[src/pmon_pkg.sv]
// Shared widths, constants and types of the pump rotation period monitor.
`default_nettype none

package pmon_pkg;

    localparam int TICK_W   = 14;
    localparam int PERIOD_W = 16;
    localparam int RPM_W    = 14;
    localparam int ROT_W    = 16;
    localparam int DELTA_W  = 17;
    localparam int STATE_W  = 3;
    localparam int PROD_W   = 23;

    localparam logic [TICK_W-1:0]   TICK_MAX    = 14'h3FFF;
    localparam logic [PERIOD_W-1:0] PERIOD_MAX  = 16'hFFFF;
    localparam logic [RPM_W-1:0]    RPM_MAX     = 14'h3FFF;
    localparam logic [PERIOD_W-1:0] MS_PER_MIN  = 16'd60000;
    localparam logic [ROT_W-1:0]    RUN_MIN_ROT = 16'd2;

    localparam int CLASS_SCALE = 100;
    localparam int SLOW_SCALE  = 101;
    localparam int FAST_SCALE  = 99;

    typedef enum logic [STATE_W-1:0] {
        ST_IDLE    = 3'd0,
        ST_STARTED = 3'd1,
        ST_RUNNING = 3'd2,
        ST_SLOW    = 3'd3,
        ST_FAST    = 3'd4,
        ST_NORMAL  = 3'd5
    } run_state_t;

    typedef enum logic [2:0] {
        C_IDLE,
        C_MUL,
        C_MEAS,
        C_CLS,
        C_DIV,
        C_HOLD
    } ctl_state_t;

    typedef struct packed {
        logic busy;
        logic done;
    } div_status_t;

endpackage

`default_nettype wire

[src/pmon_if.sv]
// Valid/ready stream interfaces for marker samples and monitor results.
`default_nettype none

interface pmon_in_if;
    logic valid;
    logic ready;
    logic mode;
    logic marker;

    modport source (output valid, output mode, output marker, input ready);
    modport sink (input valid, input mode, input marker, output ready);
endinterface

interface pmon_out_if;
    import pmon_pkg::*;

    logic                       valid;
    logic                       ready;
    logic [STATE_W-1:0]         pump_state;
    logic [PERIOD_W-1:0]        period_ms;
    logic [RPM_W-1:0]           rpm;
    logic [ROT_W-1:0]           rotation_count;
    logic signed [DELTA_W-1:0]  speed_delta;

    modport source (output valid, output pump_state, output period_ms, output rpm,
                    output rotation_count, output speed_delta, input ready);
    modport sink (input valid, input pump_state, input period_ms, input rpm,
                  input rotation_count, input speed_delta, output ready);
endinterface

`default_nettype wire

[src/pump_rotation_period_monitor.sv]
// Top level: pump rotation period monitor on 5 ms ticks with a rotation marker.
// A start command or plain tick goes to C_HOLD and loads the result register once it is free.
// A tick that completes a rotation steps through the multiply, the period latch, the classification,
// the bit-serial divide, the rpm capture and the result load.
// Flow: one item in flight; a new item is accepted once the result register has loaded.
// The result register lets a new item in while the previous result waits.
// Reset (rst_n low, async) resets control, measurement and result-valid state; expected_reg resets to 0.
`default_nettype none

module pump_rotation_period_monitor #(
    parameter int TICK_MS = 5
) (
    input  logic                          clk,
    input  logic                          rst_n,
    input  logic                          cfg_wr_en,
    input  logic [pmon_pkg::PERIOD_W-1:0] cfg_wr_data,
    pmon_in_if.sink                       item,
    pmon_out_if.source                    result
);
    import pmon_pkg::*;

    localparam int MUL_RAW = TICK_W + $clog2(TICK_MS + 1);
    localparam int MUL_W   = (MUL_RAW > PERIOD_W + 1) ? MUL_RAW : PERIOD_W + 1;

    ctl_state_t          ctl_reg, ctl_next;
    run_state_t          run_reg, run_next;
    logic [TICK_W-1:0]   tick_reg, tick_next;
    logic [PERIOD_W-1:0] period_reg, period_next;
    logic [RPM_W-1:0]    rpm_reg, rpm_next;
    logic [ROT_W-1:0]    rot_reg, rot_next;
    logic                prev_reg, prev_next;
    logic                armed_reg, armed_next;
    logic [PERIOD_W-1:0] expected_reg;
    logic [MUL_W-1:0]    prod_reg;

    logic                      out_valid_reg, out_valid_next;
    run_state_t                out_state_reg;
    logic [PERIOD_W-1:0]       out_period_reg;
    logic [RPM_W-1:0]          out_rpm_reg;
    logic [ROT_W-1:0]          out_rot_reg;
    logic signed [DELTA_W-1:0] out_delta_reg;

    logic [TICK_W-1:0]   tick_inc;
    logic [PERIOD_W-1:0] period_sat;
    logic                class_load;
    logic                div_start;
    logic                out_load;
    run_state_t          speed_class;
    logic [PERIOD_W-1:0] quotient;
    div_status_t         div_status;

    pmon_class u_class (
        .clk         (clk),
        .load        (class_load),
        .period      (period_sat),
        .expected    (expected_reg),
        .speed_class (speed_class)
    );

    pmon_div u_div (
        .clk      (clk),
        .rst_n    (rst_n),
        .start    (div_start),
        .divisor  (period_sat),
        .quotient (quotient),
        .status   (div_status)
    );

    always_comb
    begin
        tick_inc   = (tick_reg == TICK_MAX) ? tick_reg : tick_reg + 1'b1;
        period_sat = (prod_reg > MUL_W'(PERIOD_MAX)) ? PERIOD_MAX : prod_reg[PERIOD_W-1:0];
    end

    always_comb
    begin
        ctl_next    = ctl_reg;
        run_next    = run_reg;
        tick_next   = tick_reg;
        period_next = period_reg;
        rpm_next    = rpm_reg;
        rot_next    = rot_reg;
        prev_next   = prev_reg;
        armed_next  = armed_reg;
        class_load  = 1'b0;
        div_start   = 1'b0;
        out_load    = 1'b0;

        unique case (ctl_reg)
            C_IDLE:
            begin
                if (item.valid)
                begin
                    if (item.mode)
                    begin
                        run_next = ST_STARTED;
                        ctl_next = C_HOLD;
                    end
                    else
                    begin
                        tick_next = tick_inc;
                        if (run_reg == ST_STARTED && rot_reg > RUN_MIN_ROT)
                            run_next = ST_RUNNING;
                        prev_next = item.marker;
                        ctl_next  = C_HOLD;
                        // falling marker edge: first one arms, later ones measure
                        if (!item.marker && prev_reg)
                        begin
                            if (!armed_reg)
                            begin
                                armed_next = 1'b1;
                                tick_next  = '0;
                            end
                            else
                                ctl_next = C_MUL;
                        end
                    end
                end
            end
            C_MUL:
            begin
                ctl_next = C_MEAS;
            end
            C_MEAS:
            begin
                period_next = period_sat;
                rot_next    = rot_reg + 1'b1;
                tick_next   = '0;
                class_load  = 1'b1;
                div_start   = 1'b1;
                ctl_next    = C_CLS;
            end
            C_CLS:
            begin
                if (run_reg != ST_STARTED)
                    run_next = speed_class;
                ctl_next = C_DIV;
            end
            C_DIV:
            begin
                if (div_status.done && !div_status.busy)
                begin
                    rpm_next = (|quotient[PERIOD_W-1:RPM_W]) ? RPM_MAX : quotient[RPM_W-1:0];
                    ctl_next = C_HOLD;
                end
            end
            C_HOLD:
            begin
                if (!out_valid_reg || result.ready)
                begin
                    out_load = 1'b1;
                    ctl_next = C_IDLE;
                end
            end
            default:
            begin
                ctl_next = C_IDLE;
            end
        endcase

        if (out_load)
            out_valid_next = 1'b1;
        else if (result.ready)
            out_valid_next = 1'b0;
        else
            out_valid_next = out_valid_reg;
    end

    always_ff @(posedge clk or negedge rst_n)
    begin
        if (!rst_n)
        begin
            ctl_reg       <= C_IDLE;
            run_reg       <= ST_IDLE;
            tick_reg      <= '0;
            period_reg    <= '0;
            rpm_reg       <= '0;
            rot_reg       <= '0;
            prev_reg      <= 1'b1;
            armed_reg     <= 1'b0;
            expected_reg  <= '0;
            out_valid_reg <= 1'b0;
        end
        else
        begin
            ctl_reg       <= ctl_next;
            run_reg       <= run_next;
            tick_reg      <= tick_next;
            period_reg    <= period_next;
            rpm_reg       <= rpm_next;
            rot_reg       <= rot_next;
            prev_reg      <= prev_next;
            armed_reg     <= armed_next;
            out_valid_reg <= out_valid_next;
            if (cfg_wr_en)
                expected_reg <= cfg_wr_data;
        end
    end

    always_ff @(posedge clk)
    begin
        if (ctl_reg == C_MUL)
            prod_reg <= MUL_W'(tick_reg) * MUL_W'(TICK_MS);
        if (out_load)
        begin
            out_state_reg  <= run_reg;
            out_period_reg <= period_reg;
            out_rpm_reg    <= rpm_reg;
            out_rot_reg    <= rot_reg;
            out_delta_reg  <= $signed({1'b0, period_reg}) - $signed({1'b0, expected_reg});
        end
    end

    assign item.ready            = (ctl_reg == C_IDLE);
    assign result.valid          = out_valid_reg;
    assign result.pump_state     = out_state_reg;
    assign result.period_ms      = out_period_reg;
    assign result.rpm            = out_rpm_reg;
    assign result.rotation_count = out_rot_reg;
    assign result.speed_delta    = out_delta_reg;

endmodule

`default_nettype wire

[src/pmon_div.sv]
// Bit-serial restoring divider: 60000 / period, one quotient bit per cycle.
`default_nettype none

module pmon_div (
    input  logic                           clk,
    input  logic                           rst_n,
    input  logic                           start,
    input  logic [pmon_pkg::PERIOD_W-1:0]  divisor,
    output logic [pmon_pkg::PERIOD_W-1:0]  quotient,
    output pmon_pkg::div_status_t          status
);
    import pmon_pkg::*;

    localparam int CNT_W = $clog2(PERIOD_W);

    logic                busy_reg;
    logic                done_reg;
    logic [CNT_W-1:0]    cnt_reg;
    logic [PERIOD_W-1:0] rem_reg;
    logic [PERIOD_W-1:0] quo_reg;
    logic [PERIOD_W-1:0] dvs_reg;

    logic [PERIOD_W:0]   shifted;
    logic [PERIOD_W:0]   trial;
    logic                fits;

    // Shift the next dividend bit into the partial remainder and try a subtract.
    always_comb
    begin
        shifted = {rem_reg, quo_reg[PERIOD_W-1]};
        trial   = shifted - {1'b0, dvs_reg};
        fits    = ~trial[PERIOD_W];
    end

    always_ff @(posedge clk or negedge rst_n)
    begin
        if (!rst_n)
        begin
            busy_reg <= 1'b0;
            done_reg <= 1'b0;
            cnt_reg  <= '0;
        end
        else
        begin
            done_reg <= 1'b0;
            if (start)
            begin
                busy_reg <= 1'b1;
                cnt_reg  <= CNT_W'(PERIOD_W - 1);
            end
            else if (busy_reg)
            begin
                cnt_reg <= cnt_reg - 1'b1;
                if (cnt_reg == '0)
                begin
                    busy_reg <= 1'b0;
                    done_reg <= 1'b1;
                end
            end
        end
    end

    always_ff @(posedge clk)
    begin
        if (start)
        begin
            dvs_reg <= divisor;
            rem_reg <= '0;
            quo_reg <= MS_PER_MIN;
        end
        else if (busy_reg)
        begin
            rem_reg <= fits ? trial[PERIOD_W-1:0] : shifted[PERIOD_W-1:0];
            quo_reg <= {quo_reg[PERIOD_W-2:0], fits};
        end
    end

    assign quotient    = quo_reg;
    assign status.busy = busy_reg;
    assign status.done = done_reg;

endmodule

`default_nettype wire

[src/pmon_class.sv]
// Period classifier: exact cross products against the +-1% bands.
`default_nettype none

module pmon_class (
    input  logic                           clk,
    input  logic                           load,
    input  logic [pmon_pkg::PERIOD_W-1:0]  period,
    input  logic [pmon_pkg::PERIOD_W-1:0]  expected,
    output pmon_pkg::run_state_t           speed_class
);
    import pmon_pkg::*;

    logic [PROD_W-1:0] lhs_reg;
    logic [PROD_W-1:0] slow_lim_reg;
    logic [PROD_W-1:0] fast_lim_reg;

    always_ff @(posedge clk)
    begin
        if (load)
        begin
            lhs_reg      <= PROD_W'(period) * PROD_W'(CLASS_SCALE);
            slow_lim_reg <= PROD_W'(expected) * PROD_W'(SLOW_SCALE);
            fast_lim_reg <= PROD_W'(expected) * PROD_W'(FAST_SCALE);
        end
    end

    always_comb
    begin
        if (lhs_reg > slow_lim_reg)
            speed_class = ST_SLOW;
        else if (lhs_reg < fast_lim_reg)
            speed_class = ST_FAST;
        else
            speed_class = ST_NORMAL;
    end

endmodule

`default_nettype wire

[src/flat_wrapper.sv]
// flat-port wrapper written by rule: the top's interface ports become plain ports
module pump_rotation_period_monitor_flat import pmon_pkg::*;
#(
    parameter int TICK_MS = 5
)
  (clk, rst_n, cfg_wr_en, cfg_wr_data, item_valid, item_mode, item_marker, item_ready, result_valid, result_pump_state, result_period_ms, result_rpm, result_rotation_count, result_speed_delta, result_ready);
  pmon_in_if item_i ();
  pmon_out_if result_i ();
  input  logic clk;
  input  logic rst_n;
  input  logic cfg_wr_en;
  input  logic [pmon_pkg::PERIOD_W-1:0] cfg_wr_data;
  input wire logic [$bits(item_i.valid)-1:0] item_valid;
  input wire logic [$bits(item_i.mode)-1:0] item_mode;
  input wire logic [$bits(item_i.marker)-1:0] item_marker;
  output wire logic [$bits(item_i.ready)-1:0] item_ready;
  output wire logic [$bits(result_i.valid)-1:0] result_valid;
  output wire logic [$bits(result_i.pump_state)-1:0] result_pump_state;
  output wire logic [$bits(result_i.period_ms)-1:0] result_period_ms;
  output wire logic [$bits(result_i.rpm)-1:0] result_rpm;
  output wire logic [$bits(result_i.rotation_count)-1:0] result_rotation_count;
  output wire logic [$bits(result_i.speed_delta)-1:0] result_speed_delta;
  input wire logic [$bits(result_i.ready)-1:0] result_ready;
  assign item_i.valid = item_valid;
  assign item_i.mode = item_mode;
  assign item_i.marker = item_marker;
  assign item_ready = item_i.ready;
  assign result_valid = result_i.valid;
  assign result_pump_state = result_i.pump_state;
  assign result_period_ms = result_i.period_ms;
  assign result_rpm = result_i.rpm;
  assign result_rotation_count = result_i.rotation_count;
  assign result_speed_delta = result_i.speed_delta;
  assign result_i.ready = result_ready;
  pump_rotation_period_monitor #(.TICK_MS(TICK_MS)) u_core (.clk(clk), .rst_n(rst_n), .cfg_wr_en(cfg_wr_en), .cfg_wr_data(cfg_wr_data), .item(item_i), .result(result_i));
endmodule
[config.mk]
export PLATFORM = sky130hd
export DESIGN_NAME = pump_rotation_period_monitor_flat
export DESIGN_NICKNAME = d
export VERILOG_FILES = /design/src/pmon_pkg.sv /design/src/pmon_if.sv /design/src/pump_rotation_period_monitor.sv /design/src/pmon_div.sv /design/src/pmon_class.sv /design/src/flat_wrapper.sv
export SDC_FILE = /design/constraint.sdc
export NUM_CORES = 1
export LEC_CHECK = 0
export ABC_AREA = 1
export BUFFER_PORTS_ARGS = -buffer_cell sky130_fd_sc_hd__buf_4
export CORE_UTILIZATION = 57
export CTS_CLUSTER_DIAMETER = 100
export DETAILED_ROUTE_END_ITERATION = 6
export MAX_ROUTING_LAYER = met4
export PLACE_DENSITY = 0.9
export SETUP_SLACK_MARGIN = 0.5
export SYNTH_ARGS = -nofsm -noshare
export SYNTH_HDL_FRONTEND = slang
export SYNTH_SLANG_ARGS = --single-unit
[constraint.sdc]
create_clock -name clk -period 3.6 [get_ports clk]
set_input_delay 0 -clock clk [delete_from_list [all_inputs] [get_ports clk]]
set_output_delay 0 -clock clk [all_outputs]
set_load 0.01 [all_outputs]
* Word level (Yosys, flattened, before mapping)
Cells that the tools add are included.
Operators by class: magnitude comparators 4, muxes and demuxes 36, reduce and logical (&&, ||, !) cells 20, bitwise gates (word level) 2, equality and inequality tests 14, multipliers 4, add/sub/neg operators 5
Operators by type and width (number):
- $mux 14 | 6
- $mul 16x7->23 const B | 2
- $mux 3 | 11
- $mux 16 | 2
- $pmux 14 s2 | 1
- $gt 23x23->1 | 1
- $lt 23x23->1 | 1
- $mul 16x5->21 const B | 1
- $pmux 3 s6 | 1
- $gt 17x16->1 const B | 1
- $mul 14x3->17 const B | 1
- $sub 16x16->17 | 1
- $sub 17x16->17 | 1
- $add 16x1->16 const B | 1
- $gt 16x2->1 const B | 1
- $add 14x1->14 const B | 1
- $eq 14x14->1 const B | 1
- $mux 1 | 12
- $reduce_and 3->1 | 3
- $mux 4 | 2
- $reduce_and 4->1 | 2
- $reduce_bool 2->1 | 4
- $eq 3x1->1 const B | 2
- $eq 3x2->1 const B | 2
- other kinds (15) | 24
Word-level totals: input bits 23, flip-flop bits (word level) 289

* Depth between registers and ports, before layout
Gate-level depths: netlist of the first run.
depth after elaboration 7, depth in mapped cells 19

* By module
Synthesis of the first run repeated with hierarchy kept, for this count alone.
Unflattened totals: cell total of the unflattened synthesis 2381, area, all modules 20513.4 um^2
By module, submodules not included:
- pmon_class | area each 9123.8 um^2, instances 1, cells an instance 1095
- pump_rotation_period_monitor | area each 8245.4 um^2, instances 1, cells an instance 847
- pmon_div | area each 3144.3 um^2, instances 1, cells an instance 439

* Worst setup path after synthesis of the first run
No wires, ideal clock.
path kind reg2reg, from register u_core.ctl_reg[2], to register u_core.out_period_reg[0], in the netlist u_core.result.period_ms[0] (enable), required time 3.109 ns, setup slack -0.311 ns, data arrival time 3.420 ns, period minus slack after synthesis 3.911 ns, buffers on the path 0, cell stages (with the launch flop) 5, library setup time 0.491 ns, path through dfrtp_1 -> nand2_1 -> nor2_1 -> inv_1 -> nor2_1
On the way: cells in the longest elaborated chain, start to end 2
RTL lines:
- from (decl) | line pump_rotation_period_monitor.sv:25 | ctl_state_t ctl_reg, ctl_next;
- from (signal assigned) | line pump_rotation_period_monitor.sv:186 | ctl_reg <= ctl_next;
- $eq 3x3->1 | line pump_rotation_period_monitor.sv:89 | unique case (ctl_reg)
- $mux 1 | line pump_rotation_period_monitor.sv:89
- named net u_core.out_load | line pump_rotation_period_monitor.sv:47 | logic out_load;
- to (signal assigned) | line pump_rotation_period_monitor.sv:207 | out_period_reg <= period_reg;
- to (decl) | line pump_rotation_period_monitor.sv:38 | logic [PERIOD_W-1:0] out_period_reg;
The timed path passes the listed nets, and every way through them passes these cells. A chain may end at the register's enable or synchronous reset.

* Worst setup path after layout of the first run
from register u_core.expected_reg[9], to register u_core.u_class.slow_lim_reg[22] (data pin)
On the way: cells in the longest elaborated chain, start to end 1
RTL lines:
- from (decl) | line pump_rotation_period_monitor.sv:33 | logic [PERIOD_W-1:0] expected_reg;
- from (signal assigned) | line pump_rotation_period_monitor.sv:196 | expected_reg <= cfg_wr_data;
- $mul 16x7->23 | line pmon_class.sv:22 | slow_lim_reg <= PROD_W'(expected) * PROD_W'(SLOW_SCALE);
- to (signal assigned) | line pmon_class.sv:22
- to (decl) | line pmon_class.sv:14 | logic [PROD_W-1:0] slow_lim_reg;
Every way passes these cells.

==> results of run 1 <==
-- metal layers --
metal	share of wire, %	GRT usage, %
met1	35	41.5
met2	47	57.7
met3	11	6.20
met4	7.5	17.8
met5	0	-
-- layout make-up --
class | count | area [µm²] | area share (%)
Inverter | 402 | 1530 | 6.12
Multi-Input combinational cell | 1493 | 12000 | 48.1
Tap cell | 448 | 561 | 2.24
Sequential cell | 285 | 7790 | 31.2
Clock inverter | 15 | 131 | 0.526
Clock buffer | 41 | 833 | 3.33
Antenna cell | 1 | 2.50 | 0.0100
Timing Repair Buffer | 258 | 2130 | 8.51
-- worst register-to-register path, delay by kind of cell, from the launching register on --
family,cells,cell delay [ns]
buffers and inverters,4,0.25
XOR/XNOR,1,0.09
AND/OR/NAND/NOR,4,0.74
flip-flops,1,0.44
adder cells (fa/ha/maj),5,1.94
-- layout by cell type, fill, tap and decap left out, types with 18 or more instances in the layout --
master / Yosys / final
buf_4: 1 / 189
ha_4: 0 / 66
xor2_1: 70 / 65
xnor2_1: 22 / 18
a21oi_1: 122 / 95
inv_1: 398 / 339
nand2_1: 447 / 400
nor2_1: 168 / 141
dfrtp_1: 90 / 82
nand2_2: 6 / 39
nand3_1: 109 / 96
ha_1: 262 / 194
o21ai_0: 72 / 55
inv_2: 4 / 55
fa_1: 55 / 51
clkbuf_16: 0 / 31
dfxtp_1: 32 / 32
dlygate4sd3_1: 0 / 54
nor2_4: 6 / 18
edfxtp_1: 162 / 162
-- logic make-up (layout without fill, tap and decap cells) --
| logic type | count (synthesis) | in the layout |
|---|---|---|
| muxes | 1 | 1 |
| other | 0 | 1 |
| xor gates and xnor gates | 92 | 92 |
| adders and majority gates | 317 | 317 |
| buffers and inverters | 424 | 716 |
| and+or+nand+nor | 810 | 810 |
| DFF | 285 | 285 |
| AOI/OAI and AO/OA | 273 | 273 |
-- final timing paths --
path	start	cells past startpoint	slack (ns)	to
min in group clk	result_ready	3	0.21	u_core.result.valid
worst min-delay path	rst_n	2	0.0004	u_core.expected_reg[15]
worst max-delay path	u_core.expected_reg[9]	14	-0.14	u_core.u_class.slow_lim_reg[22]
max in group asynchronous	rst_n	3	2.52	u_core.prev_reg
worst max register to register	u_core.expected_reg[9]	14	-0.14	u_core.u_class.slow_lim_reg[22]
worst min register to register	u_core.rpm_reg[13]	0	0.45	u_core.result.rpm[13]
-- stage by stage --
step | cell area, µm² | hold WS (ns) | std cells | utilization, %
2_1_floorplan | 20400 | -0.296 | 2202 | -
3_3_place_gp | 21800 | 0.0824 | 2754 | 64.7
3_5_place_dp | 21800 | 0.0853 | 2754 | 64.7
4_1_cts | 24200 | 0.0201 | 2910 | 71.7
5_1_grt | 25000 | 0.0767 | 2943 | 74.2
6_report | 25000 | 0.000374 | 2943 | 74.2
-- what timing repair did --
action / in CTS / in global routing
pin swaps: 82 / 91
cloned: 1 / 0
setup endpoints to repair: 41 / 41
hold buffers: 54 / 0
buffers inserted: 45 / 32
gates resized for setup: 114 / 137
endpoints found under the hold margin: 76 / 0
==> run metrics, run 1 <==
status finished, violations left; failing checks design-rule violations, negative setup slack; FILL cells 1948; Post-Synth Adder-Cell Area 22.3%; DRT Wirelength 67200 µm; Yosys warning count 0; area delta synth->final 27.3%; mapped cell area 19600 µm²; area leader, netlist edfxtp_1; CTS sink count 285; Simple-Gate Fraction of Synth Area 17.7%; Slowest Stage Delay on Critical Path 0.53 ns; maxcap violations 0; synth cell count leaders 447 x nand2_1, 398 x inv_1, 262 x ha_1; Net Count, Synth 2542; Highest Clock Rate 0.267 GHz; die area 35200 µm²; Die Y 188 µm; core area 33700 µm²; total track usage 35.1%; Slew HR 13.0%; IO Port Bufs 90; IO Count 91; setup TNS -1.69 ns; arrival time worst endpoint 4.08 ns; Post-Place Setup Slack -0.0607 ns; remaining antenna violation count after routing 0; initial core utilization 58.3%; Skew-Pair Late Insertion Delay 0.61 ns; Via density 6.21; row count 67; Final Skew 0.0218 ns; Placer Congestion 0.974; complex-gate fraction of the synthesized area 7.87%; First-pass DRT Iterations 7; synthesized area per cell 8.92 µm²; Final min period 3.74 ns; max FFs per register 23; number of synthesized flops with an enable pin 162; antenna violations before repair 1; Final nets 2810; vias 18284; first-pass GRT wire length 94600 µm; clock root cell clkbuf_16; CTS clk-pin slew, worst paths 0.07 ns; GRT overflow 0; CP bufs+invs 4; clock buffer count from CTS 30; Worst path top cell family by delay adder cells; multiplexer share of the synthesized area 0.0574%; cells after synthesis 2202; post-synthesis xor/xnor area fraction 4.10%; Clock Tree Buf Depth 3; Top FF cell, synth edfxtp_1; WS Path Type register to register; Final Hold Vio Count 0; Worst Slack Setup Final -0.141 ns; largest family of logic cells by synthesized area adder cells; vias in the first global route 17956; HP Class input pin to async pin; Slew Limit Fails 0; layout cell share with drive strength beyond 1 23.6%; ys async rst share 31.9%; CTS H-Tree Depth 1; Max Fanout on Critical Path 4; Tcrit/Tclk final 104%; CTS tree yes; Worst Tran Pin Value 1.30 ns; slowest CP cell fa_1; DRC 34; top post-synthesis cells by area edfxtp_1 25%, ha_1 17%, dfrtp_1 11%; CP dominant cell by count inv_1; dpl hpwl 38800 µm; average wire per standard cell 22.8 µm; RSZ-0062 raised after global routing yes; top cell type's share of synthesized area 24.8%; unique cell type count in the Yosys netlist 57; die width 188 µm; Final setup viols 23; top-count cell post-synth nand2_1; CP cell instances ha_1, inv_2, fa_1, inv_1, ha_1, inv_1, fa_1, inv_1, ha_4, nand2_2, nor3_1, nand4_1, nand3_1, xor2_1; CP required 3.94 ns; CP Launch Type register; largest net degree at the start of global routing 95; nature of the critical path endpoint register; sequential share of the synthesized area 39.6%; FF+latch count, synth 285; DR iter-0 viols 2537
Power of run 1 is not shown: default switching activity piles up to over one toggle a cycle in this logic, so the estimate is an artifact.
==> inputs of run 2 (changes only) <==
--- a/config.mk
+++ b/config.mk
@@ -5,7 +5,7 @@
 export SDC_FILE = /design/constraint.sdc
 export NUM_CORES = 1
 export LEC_CHECK = 0
-export ABC_AREA = 1
+export ABC_AREA = 0
 export BUFFER_PORTS_ARGS = -buffer_cell sky130_fd_sc_hd__buf_4
 export CORE_UTILIZATION = 57
 export CTS_CLUSTER_DIAMETER = 100
==> run 2 against run 1 <==
  * The flow still finishes with violations (design-rule violations, negative setup slack)
  * Non-clock buffer count is 80 higher
  * Wire length is 12% higher
  * Sequential cell count stayed put
  * First-iteration DRC count is 2.1% higher
  * Die area is 4.8% lower
  * Clock skew is 0.0081 ns higher
  * Critical path depth is 3 higher
  * Worst setup slack worse by 0.77 ns
  * Highest routed layer unchanged
==> run metrics, run 2 <==
total track usage 37.9%; WL met3 11100 µm; Post-Synth Adder-Cell Area 23.5%; Post-Place Setup Slack -0.719 ns; unique cell type count in the Yosys netlist 82; vias 17787; CP cell instances ha_4, inv_4, fa_1, inv_1, ha_1, inv_1, fa_1, inv_1, ha_2, a211o_1, buf_4, and2_4, or2_4, nor3b_2, o21ai_2, o41a_1, xor2_1; CTS clk-pin slew, worst paths 0.06 ns; Slowest Stage Delay on Critical Path 0.52 ns; remaining antenna violation count after routing 0; CP required 3.95 ns; commonest cells after routing, fill and taps aside 245 x buf_4, 226 x inv_1, 209 x ha_1, 162 x edfxtp_1, 111 x nor2_1; IO Count 91; Slew HR 12.0%; synth cell count leaders 263 x inv_1, 262 x ha_1, 162 x edfxtp_1; nature of the critical path endpoint register; top cell type's share of synthesized area 26.1%; DRT Wirelength 75300 µm; Final setup viols 39; Final min period 4.51 ns; failing checks design-rule violations, negative setup slack; layout cell share with drive strength beyond 1 28.3%; CTS sink count 285; CTS H-Tree Depth 1; top post-synthesis cells by area edfxtp_1 26%, ha_1 18%, dfrtp_1 12%; Top FF cell, synth edfxtp_1; power after layout 14.4 mW; Final Skew 0.0299 ns; largest family of logic cells by synthesized area adder cells; Net Count, Synth 2100; commonest non-fill, non-tap cell in the layout buf_4; Skew-Pair Late Insertion Delay 0.62 ns; Metal-1 WL 23500 µm; WS Path Type register to register; CP dominant cell by count inv_1; FILL cells 1534; Final nets 2445; maxcap violations 0; die width 183 µm; HP Class input pin to async pin; Worst Slack Setup Final -0.914 ns; vias in the first global route 17385; first-pass GRT wire length 94700 µm; RSZ-0062 raised after global routing yes; average wire per standard cell 29.3 µm; die area 33500 µm²; arrival time worst endpoint 4.86 ns; Highest Clock Rate 0.222 GHz; Slew Limit Fails 0; post-synthesis xor/xnor area fraction 5.21%; row count 65; Placer Congestion 0.934; largest net degree at the start of global routing 55; wire length on met2 32200 µm; max layer used met4; Tcrit/Tclk final 125%; status finished, violations left; fin util 76.9%; clock buffer count from CTS 31; ys async rst share 31.9%; initial core utilization 58.6%; Simple-Gate Fraction of Synth Area 10.4%; IO Port Bufs 90; area leader, netlist edfxtp_1; Yosys warning count 0; Worst Tran Pin Value 1.31 ns; multiplexer share of the synthesized area 2.24%; VDD IR max 0.523 mV; cells after synthesis 1760; Die Y 183 µm; max FFs per register 23; slowest CP cell fa_1; Final Hold Vio Count 0; synthesized area per cell 10.6 µm²; Clock Tree Buf Depth 3; First-pass DRT Iterations 7; GRT overflow 0; area delta synth->final 31.3%; mapped cell area 18700 µm²; sequential share of the synthesized area 41.7%; FF+latch count, synth 285; antenna violations before repair 3; top-count cell post-synth inv_1; DRC 1; P_leak 11.4 nW; Via density 6.93; Max Fanout on Critical Path 3; CTS tree yes; number of synthesized flops with an enable pin 162; clock root cell clkbuf_16; complex-gate fraction of the synthesized area 11.1%; dpl hpwl 32700 µm; core area 31900 µm²; DR iter-0 viols 2590; PD cells 586 nW/µm²; CP Launch Type register
run 2: cell count changes after synthesis, moves of 15 or more:
cell / delta
xor2_1: -37
nor2_1: -48
nor3_1: +15
a21o_1: +23
xnor2_1: +51
mux2i_1: +26
nand3_1: -78
a21oi_1: -26
nand2_1: -360
nor2b_1: +16
o21a_1: +17
inv_1: -135
run 2: area by class of cell:
cell class                      instances  area, µm²  area share [%]
Multi-Input combinational cell       1184      11200            45.8
Sequential cell                       285       7790            31.8
Timing Repair Buffer                  338       2850            11.6
Inverter                              265       1010            4.12
Clock buffer                           34        787            3.21
Tap cell                              435        544            2.22
Clock inverter                         24        307            1.25
Antenna cell                            3       7.51          0.0306
run 2: what timing repair did:
item | 4_1_cts | 5_1_grt
setup buffers | 30 | 32
pin swaps | 75 | 83
hold endpoints to repair | 72 | 0
hold buffers | 54 | 0
gates resized for setup | 120 | 112
setup endpoints to repair | 47 | 64
run 2: metrics by stage:
stage	instance area [µm²]	hold slack (ns)	cells	setup TNS (ns)
floorplan	19100	-0.296	1760	-3.03
detailed placement	21300	0.103	2391	-10.21
global placement	21300	0.0920	2391	-7.78
global route	24500	0.0917	2568	-22.65
finish	24500	0.0292	2568	-19.89
CTS	23700	0.0373	2533	-9.20
run 2: path summary, 6_finish.rpt:
path / to / depth (start not counted) / slack, ns / startpoint
worst max-delay path: u_core.u_class.fast_lim_reg[21] / 17 / -0.91 / u_core.expected_reg[4]
worst max register to register: u_core.u_class.fast_lim_reg[21] / 17 / -0.91 / u_core.expected_reg[4]
max in group asynchronous: u_core.tick_reg[1] / 3 / 2.67 / rst_n
worst min-delay path: u_core.expected_reg[7] / 2 / 0.03 / rst_n
worst min register to register: u_core.result.rpm[7] / 0 / 0.45 / u_core.rpm_reg[7]
min in group clk: u_core.result.valid / 4 / 0.31 / result_ready
run 2: report_power, final:
group	switching [mW]	internal, mW
combinational	3.79	3.09
sequential	0.115	3.75
clock	1.58	2.03
total	5.49	8.88
run 2: layer usage:
| metal | vias to the layer above | track usage, % |
|---|---|---|
| met3 | 814 | 8.26 |
| met5 | - | - |
| li1 | 6841 | - |
| met1 | 8126 | 41.1 |
| met2 | 2006 | 61.2 |
| met4 | 0 | 28.9 |
run 2: critical path, delay by kind of cell, from the launching register on:
kind                       cells  cell delay (ns)
buffers and inverters          5             0.40
and+or+nand+nor                3             0.65
DFF                            1             0.45
adders and majority gates      5             1.84
AOI/OAI and AO/OA              3             0.77
xor gates and xnor gates       1             0.16
run 2: logic make-up after synthesis:
kind of cell / Yosys count
AOI/OAI and AO/OA: 324
xor gates and xnor gates: 108
adders and majority gates: 317
buffers and inverters: 291
DFF: 285
muxes: 40
and+or+nand+nor: 395
Note: power is estimated with default switching activity, not from simulation.
